### src/hw/rtl/assert_macros.svh
// assertion macros shared by the rtl of the heap queue
// no dependencies; empty bodies when SYNTHESIS is defined
`ifndef ASSERT_MACROS_SVH
`define ASSERT_MACROS_SVH

`ifndef SYNTHESIS
// property holds at every clock edge outside reset
`define ASSERT_ALWAYS(lbl, clk, rstn, prop, msg) \
  lbl: assert property (@(posedge clk) disable iff (!rstn) (prop)) else $error(msg);
// consequent holds in the same cycle as the antecedent
`define ASSERT_IMPL(lbl, clk, rstn, ante, cons, msg) \
  lbl: assert property (@(posedge clk) disable iff (!rstn) (ante) |-> (cons)) else $error(msg);
// consequent holds in the cycle after the antecedent
`define ASSERT_NEXT(lbl, clk, rstn, ante, cons, msg) \
  lbl: assert property (@(posedge clk) disable iff (!rstn) (ante) |=> (cons)) else $error(msg);
`else
`define ASSERT_ALWAYS(lbl, clk, rstn, prop, msg)
`define ASSERT_IMPL(lbl, clk, rstn, ante, cons, msg)
`define ASSERT_NEXT(lbl, clk, rstn, ante, cons, msg)
`endif

`endif

### src/hw/rtl/bmhq_pkg.sv
// shared types, widths and codes of the binary min-heap queue
// no dependencies
package bmhq_pkg;

  localparam int CAPACITY = 64;
  localparam int KEY_W    = 32;
  localparam int HANDLE_W = 16;
  localparam int CNT_W    = $clog2(CAPACITY + 1);
  localparam int ADDR_W   = $clog2(CAPACITY);
  localparam int ENTRY_W  = KEY_W + HANDLE_W;
  localparam int ACT_W    = 2;
  localparam int STAT_W   = 2;

  localparam int IN_DATA_W  = ((ENTRY_W + 7) / 8) * 8;
  localparam int OUT_DATA_W = ((ENTRY_W + CNT_W + 7) / 8) * 8;
  localparam int OUT_USER_W = STAT_W + 1;

  typedef logic [CNT_W-1:0]  cnt_t;
  typedef logic [ADDR_W-1:0] addr_t;
  typedef logic [ACT_W-1:0]  act_t;
  typedef logic [STAT_W-1:0] stat_t;

  localparam act_t ACT_INSERT = 2'd0;
  localparam act_t ACT_DELETE = 2'd1;
  localparam act_t ACT_PEEK   = 2'd2;

  localparam stat_t ST_DONE  = 2'd0;
  localparam stat_t ST_FULL  = 2'd1;
  localparam stat_t ST_EMPTY = 2'd2;

  localparam cnt_t CAP_CNT = cnt_t'(CAPACITY);

  typedef struct packed {
    logic [HANDLE_W-1:0] handle;
    logic [KEY_W-1:0]    key;
  } entry_t;

  typedef struct packed {
    stat_t               status;
    logic                min_valid;
    logic [KEY_W-1:0]    min_key;
    logic [HANDLE_W-1:0] min_handle;
    cnt_t                count;
  } result_t;

endpackage

### src/hw/rtl/bmhq_ram.sv
// generic simple dual-port ram, one write and one registered read port
// no dependencies
module bmhq_ram #(
  parameter int DataW = 8,
  parameter int AddrW = 4
) (
  input  logic             clk_i,
  input  logic             we_i,
  input  logic [AddrW-1:0] waddr_i,
  input  logic [DataW-1:0] wdata_i,
  input  logic [AddrW-1:0] raddr_i,
  output logic [DataW-1:0] rdata_o
);

  logic [DataW-1:0] mem_q [1 << AddrW];

  always_ff @(posedge clk_i) begin
    if (we_i) begin
      mem_q[waddr_i] <= wdata_i;
    end
  end

  always_ff @(posedge clk_i) begin
    rdata_o <= mem_q[raddr_i];
  end

endmodule

### src/hw/rtl/bmhq_ctrl.sv
// sift sequencer of the heap queue with its one shared key comparator
// depends on bmhq_pkg and assert_macros.svh; drives the entry ram ports
`include "assert_macros.svh"

module bmhq_ctrl (
  input  logic              clk_i,
  input  logic              rst_ni,
  input  logic              in_valid_i,
  output logic              in_ready_o,
  input  bmhq_pkg::act_t    in_act_i,
  input  bmhq_pkg::entry_t  in_entry_i,
  output logic              res_valid_o,
  input  logic              res_ready_i,
  output bmhq_pkg::result_t res_o,
  output logic              ram_we_o,
  output bmhq_pkg::addr_t   ram_waddr_o,
  output bmhq_pkg::entry_t  ram_wdata_o,
  output bmhq_pkg::addr_t   ram_raddr_o,
  input  bmhq_pkg::entry_t  ram_rdata_i
);

  typedef logic [bmhq_pkg::CNT_W:0] child_t;

  localparam logic [3:0] S_IDLE   = 4'd0;
  localparam logic [3:0] S_UP_RD  = 4'd1;
  localparam logic [3:0] S_UP_CMP = 4'd2;
  localparam logic [3:0] S_DEL_RD = 4'd3;
  localparam logic [3:0] S_DEL_LD = 4'd4;
  localparam logic [3:0] S_DN_RDL = 4'd5;
  localparam logic [3:0] S_DN_RDR = 4'd6;
  localparam logic [3:0] S_DN_CMP = 4'd7;
  localparam logic [3:0] S_DN_MV  = 4'd8;
  localparam logic [3:0] S_DONE   = 4'd9;

  logic [3:0]       state_q, state_d;
  bmhq_pkg::cnt_t   cnt_q, cnt_d;
  bmhq_pkg::cnt_t   pos_q, pos_d;
  bmhq_pkg::stat_t  status_q, status_d;
  bmhq_pkg::entry_t cur_q, cur_d;
  bmhq_pkg::entry_t left_q, left_d;
  bmhq_pkg::entry_t pick_q, pick_d;
  bmhq_pkg::cnt_t   pick_pos_q, pick_pos_d;
  logic             has_right_q, has_right_d;
  bmhq_pkg::entry_t root_q;

  bmhq_pkg::cnt_t              parent_idx;
  child_t                      child_idx;
  child_t                      cnt_ext;
  logic [bmhq_pkg::KEY_W-1:0]  cmp_a, cmp_b;
  logic                        cmp_lt;
  logic                        take_right;

  assign parent_idx = pos_q >> 1;
  assign child_idx  = {pos_q, 1'b0};
  assign cnt_ext    = {1'b0, cnt_q};

  // the single key comparator, operands chosen by state
  always_comb begin
    unique case (state_q)
      S_DN_CMP: begin
        cmp_a = ram_rdata_i.key;
        cmp_b = left_q.key;
      end
      S_DN_MV: begin
        cmp_a = pick_q.key;
        cmp_b = cur_q.key;
      end
      default: begin
        cmp_a = cur_q.key;
        cmp_b = ram_rdata_i.key;
      end
    endcase
  end

  assign cmp_lt     = cmp_a < cmp_b;
  assign take_right = has_right_q && cmp_lt;

  always_comb begin
    state_d     = state_q;
    cnt_d       = cnt_q;
    pos_d       = pos_q;
    status_d    = status_q;
    cur_d       = cur_q;
    left_d      = left_q;
    pick_d      = pick_q;
    pick_pos_d  = pick_pos_q;
    has_right_d = has_right_q;
    ram_we_o    = 1'b0;
    ram_waddr_o = bmhq_pkg::addr_t'(pos_q - bmhq_pkg::cnt_t'(1));
    ram_wdata_o = cur_q;
    ram_raddr_o = bmhq_pkg::addr_t'(parent_idx - bmhq_pkg::cnt_t'(1));

    unique case (state_q)
      S_IDLE: begin
        if (in_valid_i) begin
          status_d = bmhq_pkg::ST_DONE;
          cur_d    = in_entry_i;
          state_d  = S_DONE;
          priority if (in_act_i == bmhq_pkg::ACT_INSERT) begin
            if (cnt_q == bmhq_pkg::CAP_CNT) begin
              status_d = bmhq_pkg::ST_FULL;
            end else begin
              cnt_d   = cnt_q + bmhq_pkg::cnt_t'(1);
              pos_d   = cnt_q + bmhq_pkg::cnt_t'(1);
              state_d = S_UP_RD;
            end
          end else if (in_act_i == bmhq_pkg::ACT_DELETE) begin
            if (cnt_q == '0) begin
              status_d = bmhq_pkg::ST_EMPTY;
            end else begin
              cnt_d   = cnt_q - bmhq_pkg::cnt_t'(1);
              state_d = S_DEL_RD;
            end
          end else begin
            state_d = S_DONE;
          end
        end
      end
      S_UP_RD: begin
        if (pos_q == bmhq_pkg::cnt_t'(1)) begin
          ram_we_o = 1'b1;
          state_d  = S_DONE;
        end else begin
          state_d = S_UP_CMP;
        end
      end
      S_UP_CMP: begin
        // parent is in ram_rdata_i
        ram_we_o = 1'b1;
        if (cmp_lt) begin
          ram_wdata_o = ram_rdata_i;
          pos_d       = parent_idx;
          state_d     = S_UP_RD;
        end else begin
          state_d = S_DONE;
        end
      end
      S_DEL_RD: begin
        // old last slot sits at the address equal to the new count
        ram_raddr_o = bmhq_pkg::addr_t'(cnt_q);
        state_d     = S_DEL_LD;
      end
      S_DEL_LD: begin
        cur_d = ram_rdata_i;
        if (cnt_q == '0) begin
          state_d = S_DONE;
        end else begin
          pos_d   = bmhq_pkg::cnt_t'(1);
          state_d = S_DN_RDL;
        end
      end
      S_DN_RDL: begin
        if (child_idx > cnt_ext) begin
          ram_we_o = 1'b1;
          state_d  = S_DONE;
        end else begin
          ram_raddr_o = bmhq_pkg::addr_t'(child_idx - child_t'(1));
          state_d     = S_DN_RDR;
        end
      end
      S_DN_RDR: begin
        left_d      = ram_rdata_i;
        has_right_d = child_idx < cnt_ext;
        ram_raddr_o = bmhq_pkg::addr_t'(child_idx);
        state_d     = S_DN_CMP;
      end
      S_DN_CMP: begin
        pick_d     = take_right ? ram_rdata_i : left_q;
        pick_pos_d = bmhq_pkg::cnt_t'(child_idx) + bmhq_pkg::cnt_t'(take_right);
        state_d    = S_DN_MV;
      end
      S_DN_MV: begin
        ram_we_o = 1'b1;
        if (cmp_lt) begin
          ram_wdata_o = pick_q;
          pos_d       = pick_pos_q;
          state_d     = S_DN_RDL;
        end else begin
          state_d = S_DONE;
        end
      end
      S_DONE: begin
        if (res_ready_i) begin
          state_d = S_IDLE;
        end
      end
      default: begin
        state_d = S_IDLE;
      end
    endcase
  end

  always_ff @(posedge clk_i or negedge rst_ni) begin
    if (!rst_ni) begin
      state_q <= S_IDLE;
      cnt_q   <= '0;
    end else begin
      state_q <= state_d;
      cnt_q   <= cnt_d;
    end
  end

  always_ff @(posedge clk_i) begin
    pos_q       <= pos_d;
    status_q    <= status_d;
    cur_q       <= cur_d;
    left_q      <= left_d;
    pick_q      <= pick_d;
    pick_pos_q  <= pick_pos_d;
    has_right_q <= has_right_d;
    // mirror of the root slot
    if (ram_we_o && (ram_waddr_o == '0)) begin
      root_q <= ram_wdata_o;
    end
  end

  assign in_ready_o  = (state_q == S_IDLE);
  assign res_valid_o = (state_q == S_DONE);

  always_comb begin
    res_o.status     = status_q;
    res_o.min_valid  = (cnt_q != '0);
    res_o.min_key    = (cnt_q != '0) ? root_q.key : '0;
    res_o.min_handle = (cnt_q != '0) ? root_q.handle : '0;
    res_o.count      = cnt_q;
  end

  `ASSERT_ALWAYS(a_cnt_bound, clk_i, rst_ni, cnt_q <= bmhq_pkg::CAP_CNT,
                 "entry count above capacity")
  `ASSERT_NEXT(a_ins_grow, clk_i, rst_ni,
               in_valid_i && in_ready_o && (in_act_i == bmhq_pkg::ACT_INSERT) && (cnt_q != bmhq_pkg::CAP_CNT),
               cnt_q == ($past(cnt_q) + bmhq_pkg::cnt_t'(1)),
               "insert did not grow the count")
  `ASSERT_IMPL(a_wr_in_range, clk_i, rst_ni, ram_we_o,
               bmhq_pkg::cnt_t'(ram_waddr_o) < cnt_q,
               "ram write beyond held entries")
  `ASSERT_IMPL(a_no_wr_idle, clk_i, rst_ni, (state_q == S_IDLE) || (state_q == S_DONE),
               !ram_we_o, "ram written outside a sift")

endmodule

### src/hw/rtl/binary_min_heap_queue_unit.sv
// top level of the binary min-heap priority queue: stream ports and result register
// depends on bmhq_pkg, bmhq_ram and bmhq_ctrl
//
// channel   dir  tdata                                 tuser
// s_axis    in   [31:0] key_value [47:32] entry_handle  [1:0] action
// m_axis    out  [31:0] min_key [47:32] min_handle      [1:0] status [2] min_valid
//                [54:48] entry_count [55] zero
//
// one request at a time, paced by the single ram read port; an insert moves the
// new entry up to 6 levels up, a delete moves the last entry up to 5 levels down,
// and a peek or a refused request moves nothing
// reset clears the entry count, the sequencer state and the output valid flag; the entry ram is never cleared
// a finished result waits in the output register; the next request is taken
// meanwhile and only its own result stalls until the register frees up
module binary_min_heap_queue_unit (
  input  logic                              clk_i,
  input  logic                              rst_ni,
  input  logic                              s_axis_tvalid,
  output logic                              s_axis_tready,
  // [31:0] key_value, [47:32] entry_handle
  input  logic [bmhq_pkg::IN_DATA_W-1:0]    s_axis_tdata,
  // [1:0] action
  input  logic [bmhq_pkg::ACT_W-1:0]        s_axis_tuser,
  output logic                              m_axis_tvalid,
  input  logic                              m_axis_tready,
  // [31:0] min_key, [47:32] min_handle, [54:48] entry_count, rest zero
  output logic [bmhq_pkg::OUT_DATA_W-1:0]   m_axis_tdata,
  // [1:0] status, [2] min_valid
  output logic [bmhq_pkg::OUT_USER_W-1:0]   m_axis_tuser
);

  bmhq_pkg::entry_t  in_entry;
  bmhq_pkg::result_t res;
  logic              res_valid;
  logic              res_ready;

  logic              ram_we;
  bmhq_pkg::addr_t   ram_waddr;
  bmhq_pkg::addr_t   ram_raddr;
  bmhq_pkg::entry_t  ram_wdata;
  bmhq_pkg::entry_t  ram_rdata;

  logic              out_valid_q;
  bmhq_pkg::result_t out_q;

  // unpack the request payload
  assign in_entry.key    = s_axis_tdata[bmhq_pkg::KEY_W-1:0];
  assign in_entry.handle = s_axis_tdata[bmhq_pkg::ENTRY_W-1:bmhq_pkg::KEY_W];

  // the sequencer may hand over a result whenever the output slot is free
  // or is being emptied in this cycle
  assign res_ready = !out_valid_q || m_axis_tready;

  bmhq_ctrl u_ctrl (
    .clk_i       (clk_i),
    .rst_ni      (rst_ni),
    .in_valid_i  (s_axis_tvalid),
    .in_ready_o  (s_axis_tready),
    .in_act_i    (s_axis_tuser),
    .in_entry_i  (in_entry),
    .res_valid_o (res_valid),
    .res_ready_i (res_ready),
    .res_o       (res),
    .ram_we_o    (ram_we),
    .ram_waddr_o (ram_waddr),
    .ram_wdata_o (ram_wdata),
    .ram_raddr_o (ram_raddr),
    .ram_rdata_i (ram_rdata)
  );

  // entry store, one slot per heap position, position p at address p-1
  bmhq_ram #(
    .DataW (bmhq_pkg::ENTRY_W),
    .AddrW (bmhq_pkg::ADDR_W)
  ) u_ram (
    .clk_i   (clk_i),
    .we_i    (ram_we),
    .waddr_i (ram_waddr),
    .wdata_i (ram_wdata),
    .raddr_i (ram_raddr),
    .rdata_o (ram_rdata)
  );

  // output register
  always_ff @(posedge clk_i or negedge rst_ni) begin
    if (!rst_ni) begin
      out_valid_q <= 1'b0;
    end else if (res_valid && res_ready) begin
      out_valid_q <= 1'b1;
    end else if (m_axis_tready) begin
      out_valid_q <= 1'b0;
    end
  end

  always_ff @(posedge clk_i) begin
    if (res_valid && res_ready) begin
      out_q <= res;
    end
  end

  assign m_axis_tvalid = out_valid_q;
  assign m_axis_tdata  = bmhq_pkg::OUT_DATA_W'({out_q.count, out_q.min_handle, out_q.min_key});
  assign m_axis_tuser  = {out_q.min_valid, out_q.status};

endmodule
### config.mk
export PLATFORM = sky130hd
export DESIGN_NAME = binary_min_heap_queue_unit
export DESIGN_NICKNAME = d
export VERILOG_FILES = /design/src/hw/rtl/bmhq_pkg.sv /design/src/hw/rtl/bmhq_ram.sv /design/src/hw/rtl/bmhq_ctrl.sv /design/src/hw/rtl/binary_min_heap_queue_unit.sv
export VERILOG_INCLUDE_DIRS = /design/src /design/src/hw/rtl
export SDC_FILE = /design/constraint.sdc
export NUM_CORES = 2
export LEC_CHECK = 0
export CORE_AREA = 2 2 650 522
export DETAILED_ROUTE_END_ITERATION = 6
export DIE_AREA = 0 0 652 524
export DONT_BUFFER_PORTS = 1
export PLACE_DENSITY = 0.58
export SLEW_MARGIN = 20
export SYNTH_ARGS = -nofsm -noshare
export SYNTH_HDL_FRONTEND = slang
export SYNTH_SLANG_ARGS = --single-unit
### constraint.sdc
create_clock -name clk_i -period 10.38 [get_ports clk_i]
set_input_delay 2.076 -clock clk_i [delete_from_list [all_inputs] [get_ports clk_i]]
set_output_delay 2.076 -clock clk_i [all_outputs]
set_load 0.02 [all_outputs]
# ---- Yosys cells after proc, flatten, opt, wreduce, memory -nomap -nowiden
# Memories as Yosys holds them, arrays and structs flattened. A register that Yosys moved wholly into a read port is not among the register bits.
# Cells that the tools add are included.
dict set report word_totals {
  ff_bits 279
  memories 1
  ram_bits 3072
  wordCells 114
  out_inout_bits 61
}
# name depth width read_ports rd_clocked_by_memory_dff wr line
set mem_list {}
lappend mem_list {u_ram.mem_q 64 48 1 1 1 bmhq_ram.sv:15} ;# logic [DataW-1:0] mem_q [1 << AddrW];
dict set report op_classes {
  n_mux 43
  reduce_logical 20
  n_eq_ne 21
  n_addsub 6
  order_cmp 3
}
# cell count
set ops {}
lappend ops {{two-way mux 48 bit} 4}
lappend ops {{one-hot mux 48 bit (2 select lines)} 2}
lappend ops {{one-hot mux 32 bit (2 select lines)} 2}
lappend ops {{two-way mux 7 bit} 9}
lappend ops {{two-way mux 4 bit} 11}
lappend ops {{one-hot mux 4 bit (10 select lines)} 1}
lappend ops {{< comparator 32 bit} 1}
lappend ops {{one-hot mux 7 bit (4 select lines)} 1}
lappend ops {{one-hot mux 6 bit (3 select lines)} 1}
lappend ops {{subtractor 6 x 1 -> 6 bit (second input constant)} 3}
lappend ops {{== test 4 x 3 -> 1 bit (second input constant)} 4}
lappend ops {{!= test 2 x 1 -> 1 bit (second input constant)} 5}
lappend ops {{== test 4 x 2 -> 1 bit (second input constant)} 2}
lappend ops {{== test 4 bit (second input constant)} 2}
lappend ops {{greater-than comparator 8 x 7 -> 1 bit} 1}
lappend ops {{< comparator 8 x 7 -> 1 bit} 1}
lappend ops {{!= test 2 bit (second input constant)} 4}
lappend ops {{adder 7 x 1 -> 7 bit} 1}
lappend ops {{adder 7 x 1 -> 7 bit (second input constant)} 1}
lappend ops {{== test 7 x 1 -> 1 bit (second input constant)} 1}
lappend ops {{== test 7 bit (second input constant)} 1}
lappend ops {{zero test 7 bit} 1}
lappend ops {{two-way mux 1 bit} 7}
lappend ops {{AND reduction 7 bit} 1}
lappend ops {{18 further kinds} 26}

# ---- Depth between registers and ports, before layout
dict set report depth {
  depth_word 6
  depth_mapped 19
}

# ---- Hierarchy
# From an unflattened synthesis, not the netlist that was laid out.
dict set report unflattened {
  hier_cells 5995
  area_unflattened_um2 130868.0
}
# module area_each_um2 n_inst cells_per_inst
set by_module_without_submodules {}
lappend by_module_without_submodules {bmhq_ram 117117.3 1 4970}
lappend by_module_without_submodules {bmhq_ctrl 11944.0 1 961}
lappend by_module_without_submodules {binary_min_heap_queue_unit 1806.7 1 64}

# ---- Least setup slack after synthesis
# Ideal clock, no wire load.
dict set report synth_timing {
  path_type {flip-flop to flip-flop}
  startpoint {register u_ctrl.state_q[2]}
  endpoint {register u_ctrl.root_q[10] (netlist bit), data pin}
  slack_ns 2.886
  stages_incl_launch_ff 19
  arrival_ns 6.950
  synth_period_minus_slack_ns 7.494
  n_path_buf 6
  cell_sequence {dfrtp_1 > buf_2 > and4b_1 > clkbuf_1 > clkbuf_1 > buf_1 > a22oi_1 > nand2_1 > ha_1 > a21o_1 > a21o_1 > a21o_1 > a21o_1 > a21o_1 > a311oi_2 > nand2_1 > clkbuf_1 > clkbuf_1 > o2bb2ai_1}
}
# item line
set synth_lines {}
lappend synth_lines {{start: declaration} bmhq_ctrl.sv:35} ;# logic [3:0] state_q, state_d;
lappend synth_lines {{start signal: assignment} bmhq_ctrl.sv:198} ;# state_q <= state_d;
lappend synth_lines {{end signal: assignment} bmhq_ctrl.sv:213} ;# root_q <= ram_wdata_o;
lappend synth_lines {{end: declaration} bmhq_ctrl.sv:44} ;# bmhq_pkg::entry_t root_q;

==> flow_summary.json <==
{
  "outcome": "finished, final reports clean",
  "internal-power_mw": 34.4,
  "power_leakage_nw": 48.9,
  "grt_use_total": 0.260,
  "critPathMaxFanout": 74,
  "critical-path-top-delay-family": "buffers and inverters",
  "cts_buffers": 353,
  "clock_path_buffers": 4,
  "grt_start_max_net_pins": 124,
  "cts_root_buffer": "clkbuf_16",
  "cp-start-kind": "register",
  "synth_top_flop_cell": "edfxtp_1",
  "grt-ovfl-total": 0,
  "fmax_mhz": 142,
  "path_common_cell": "buf_4",
  "grt_pass1_vias": 69912,
  "coreArea_mm2": 0.335,
  "utilization": 0.457,
  "cts_tree": "built",
  "slew_violations": 0,
  "arrival_ps": 7680,
  "synth-seq-cells": 3399,
  "critPathRequiredTime_ps": 11020,
  "async_flop_share": 0.00353,
  "drt_pass1_iterations": 7,
  "drive_above_1_share": 0.208,
  "rsz0062_at_grt": "no",
  "tightest_slew_ps": 1240,
  "fill_cells": 28032,
  "htreeDepth": 5,
  "antenna_found_initial": 82,
  "placedCellCount": 11307,
  "seqPwrFrac": 0.336,
  "die-height_um": 524,
  "final_nets": 7364,
  "numClockSinks": 3399,
  "initial_utilization": 0.399,
  "drc_errors": 0,
  "cts_hold_buf": 0,
  "post-route-period-util": 0.679,
  "dpl.hpwl_um": 250000,
  "setup_viol": 0,
  "end_kind": "register",
  "synth.largest_area_cell": "edfxtp_1",
  "slowest_stage": "buf_4",
  "synth_top_area_frac": 0.751,
  "hp-class": "register to register",
  "post_drt_wl_per_cell_um": 37.9,
  "syn_to_final_growth_pct": 14.5,
  "ys_seq_area_frac": 0.760,
  "grt_pass1_wl_um": 609000,
  "crit_type": "register to register",
  "post-place-ws_ps": 3340,
  "maxCapViolCount": 0,
  "synth_area_per_cell_um2": 18.9,
  "worst_slack_ps": 3340,
  "swShare": 0.396,
  "crit_buf_inv": 4,
  "irDropWorstVdd_v": 0.000476,
  "pwr-share-comb": 0.447,
  "pwr-share-clk": 0.217,
  "final_cells": 12016,
  "place.gp.congestion": 0.968,
  "synth.most_common_cell": "edfxtp_1",
  "clk_latency_ps": 930,
  "synth_cell_type_count": 85,
  "wirelength_um": 455000,
  "num_vias": 75378,
  "viasPerCell": 6.27,
  "period_needed_ps": 7040,
  "io_buffers": 0,
  "drt_first_iter_violations": 12908,
  "synth_edf_count": 3339,
  "ys_warn_count": 0,
  "cts_setup_buffers": 0,
  "powerDensity_mw_per_mm2": 373,
  "rows": 190,
  "syn_area_mm2": 0.134,
  "design.portCount": 115,
  "post_cts_resized": 0,
  "setup_tns_ps": 0,
  "synthesis.nets": 7160,
  "relSlewSlack": 0.168,
  "hold_violations": 0,
  "power.switching_mw": 22.6,
  "synthCells": 7062,
  "path_cells": "nor4b_4 -> buf_4 -> buf_4 -> a22o_1 -> a21oi_1 -> ha_1 -> nand4_1 -> nor2_1 -> nand2_1 -> nor3_1 -> nand2_1 -> a21oi_1 -> a311oi_2 -> nand2_4 -> buf_4 -> o2bb2ai_4 -> buf_16",
  "max_stage_delay_ps": 790,
  "dieArea_mm2": 0.342,
  "netlist_top_cells_area": "edfxtp_1 (75%), mux4_2 (9.0%), mux2i_1 (3.3%)",
  "clkSlewWorstSetupHoldPaths_ps": 60,
  "ant_nets": 0,
  "synth_common_cells": "edfxtp_1 (3,339), nand2_1 (764), mux4_2 (534), mux2i_1 (435), nand3_1 (236)",
  "fin_skew_ps": 66.2,
  "dieWidth_um": 652
}
-- area by class of cell --
class,instances,area (um2),area share
Inverter,15,56.3,0.000368
Clock inverter,169,1580,0.0104
Multi-Input combinational cell,3218,31500,0.206
Timing Repair Buffer,279,2980,0.0195
Antenna cell,49,123,0.000802
Tap cell,4416,5530,0.0361
Sequential cell,3399,102000,0.664
Clock buffer,471,9560,0.0625
-- layout by cell type (no fill, tap or decap), types with 16 or more instances in the layout --
cell type / count
o2bb2ai_4: 48
a31o_1: 32
a32oi_1: 27
buf_12: 48
nand4_1: 18
nand2_1: 760
dfxtp_1: 48
buf_4: 217
clkbuf_16: 357
and2_1: 50
and3_1: 20
o21ai_0: 37
clkinv_2: 58
a211oi_1: 54
a221oi_1: 21
a22oi_1: 173
ha_1: 44
clkinv_1: 57
clkbuf_8: 20
diode_2: 49
clkbuf_1: 94
edfxtp_1: 3339
a31oi_1: 66
xnor2_1: 16
nand3_1: 234
and4_1: 19
a22o_1: 37
nor4b_1: 43
mux2_2: 96
a311oi_1: 45
a21oi_1: 98
bufinv_16: 22
mux2i_1: 435
mux4_2: 534
nor2_4: 67
nor2_1: 28
-- sequential cells by signal, indices dropped and copies added, names as in the netlist --
register	flops
m_axis_tvalid	1
u_ctrl.pick_q	48
u_ctrl.left_q	48
u_ctrl.has_right_q	1
u_ctrl.cnt_q	7
u_ctrl.cur_q	48
u_ctrl.pos_q	7
m_axis_tuser	3
u_ctrl.pick_pos_q	7
u_ram.rdata_o	48
u_ctrl.state_q	4
u_ctrl.root_q	48
m_axis_tdata	55
u_ram.mem_q	3072
u_ctrl.status_q	2
-- power groups by stage --
| stage | logic, mW | registers (mW) | clock network (mW) |
|---|---|---|---|
| 2_1_floorplan | 16.0 | 19.2 | 0 |
| 3_3_place_gp | 24.3 | 19.5 | 0 |
| 5_1_grt | 26.6 | 19.1 | 13.0 |
| 6_report | 25.5 | 19.1 | 12.4 |
| 3_5_place_dp | 24.8 | 19.4 | 0 |
| 4_1_cts | 24.9 | 19.1 | 12.5 |
-- per-stage QoR --
step	cell area, um2	total power, mW	hold slack [ps]
final	153000	57.0	441
after global routing	153000	58.8	442
after CTS	152000	56.5	441
after detailed placement	141000	44.2	427
after global placement	141000	43.8	423
after floorplan	134000	35.2	400
-- final timing paths --
kind	startpoint	to	slack, ps	cells past startpoint
max	u_ctrl.state_q[3]	u_ram.mem_q[39][26]	3340	17
min	u_ctrl.status_q[0]	m_axis_tuser[0]	440	0
max reg2reg	u_ctrl.state_q[3]	u_ram.mem_q[39][26]	3340	17
min reg2reg	u_ctrl.status_q[0]	m_axis_tuser[0]	440	0
max in group asynchronous	rst_ni	u_ctrl.cnt_q[1]	9420	0
min in group asynchronous	rst_ni	u_ctrl.state_q[3]	860	0
-- layer usage --
layer / GRT usage / share of wire / vias up
li1: - / - / 29197
met1: 0.359 / 0.38 / 39802
met2: 0.384 / 0.44 / 5443
met3: 0.0820 / 0.13 / 894
met4: 0.106 / 0.045 / 42
met5: 0 / 0.00059 / -
-- cells by family (layout without fill, tap and decap cells) --
family	Yosys count	in the layout	share of synthesized area
buffers and inverters	445	934	0.0161
flip-flops	3399	3399	0.760
adder cells (fa/ha/maj)	44	44	0.00412
multiplexers	1074	1074	0.131
XOR/XNOR	23	23	0.00151
other	1	50	0.0000281
AO/OA/AOI/OAI	736	736	0.0409
AND/OR/NAND/NOR	1340	1340	0.0457
Note: power is estimated with default switching activity, not from simulation.
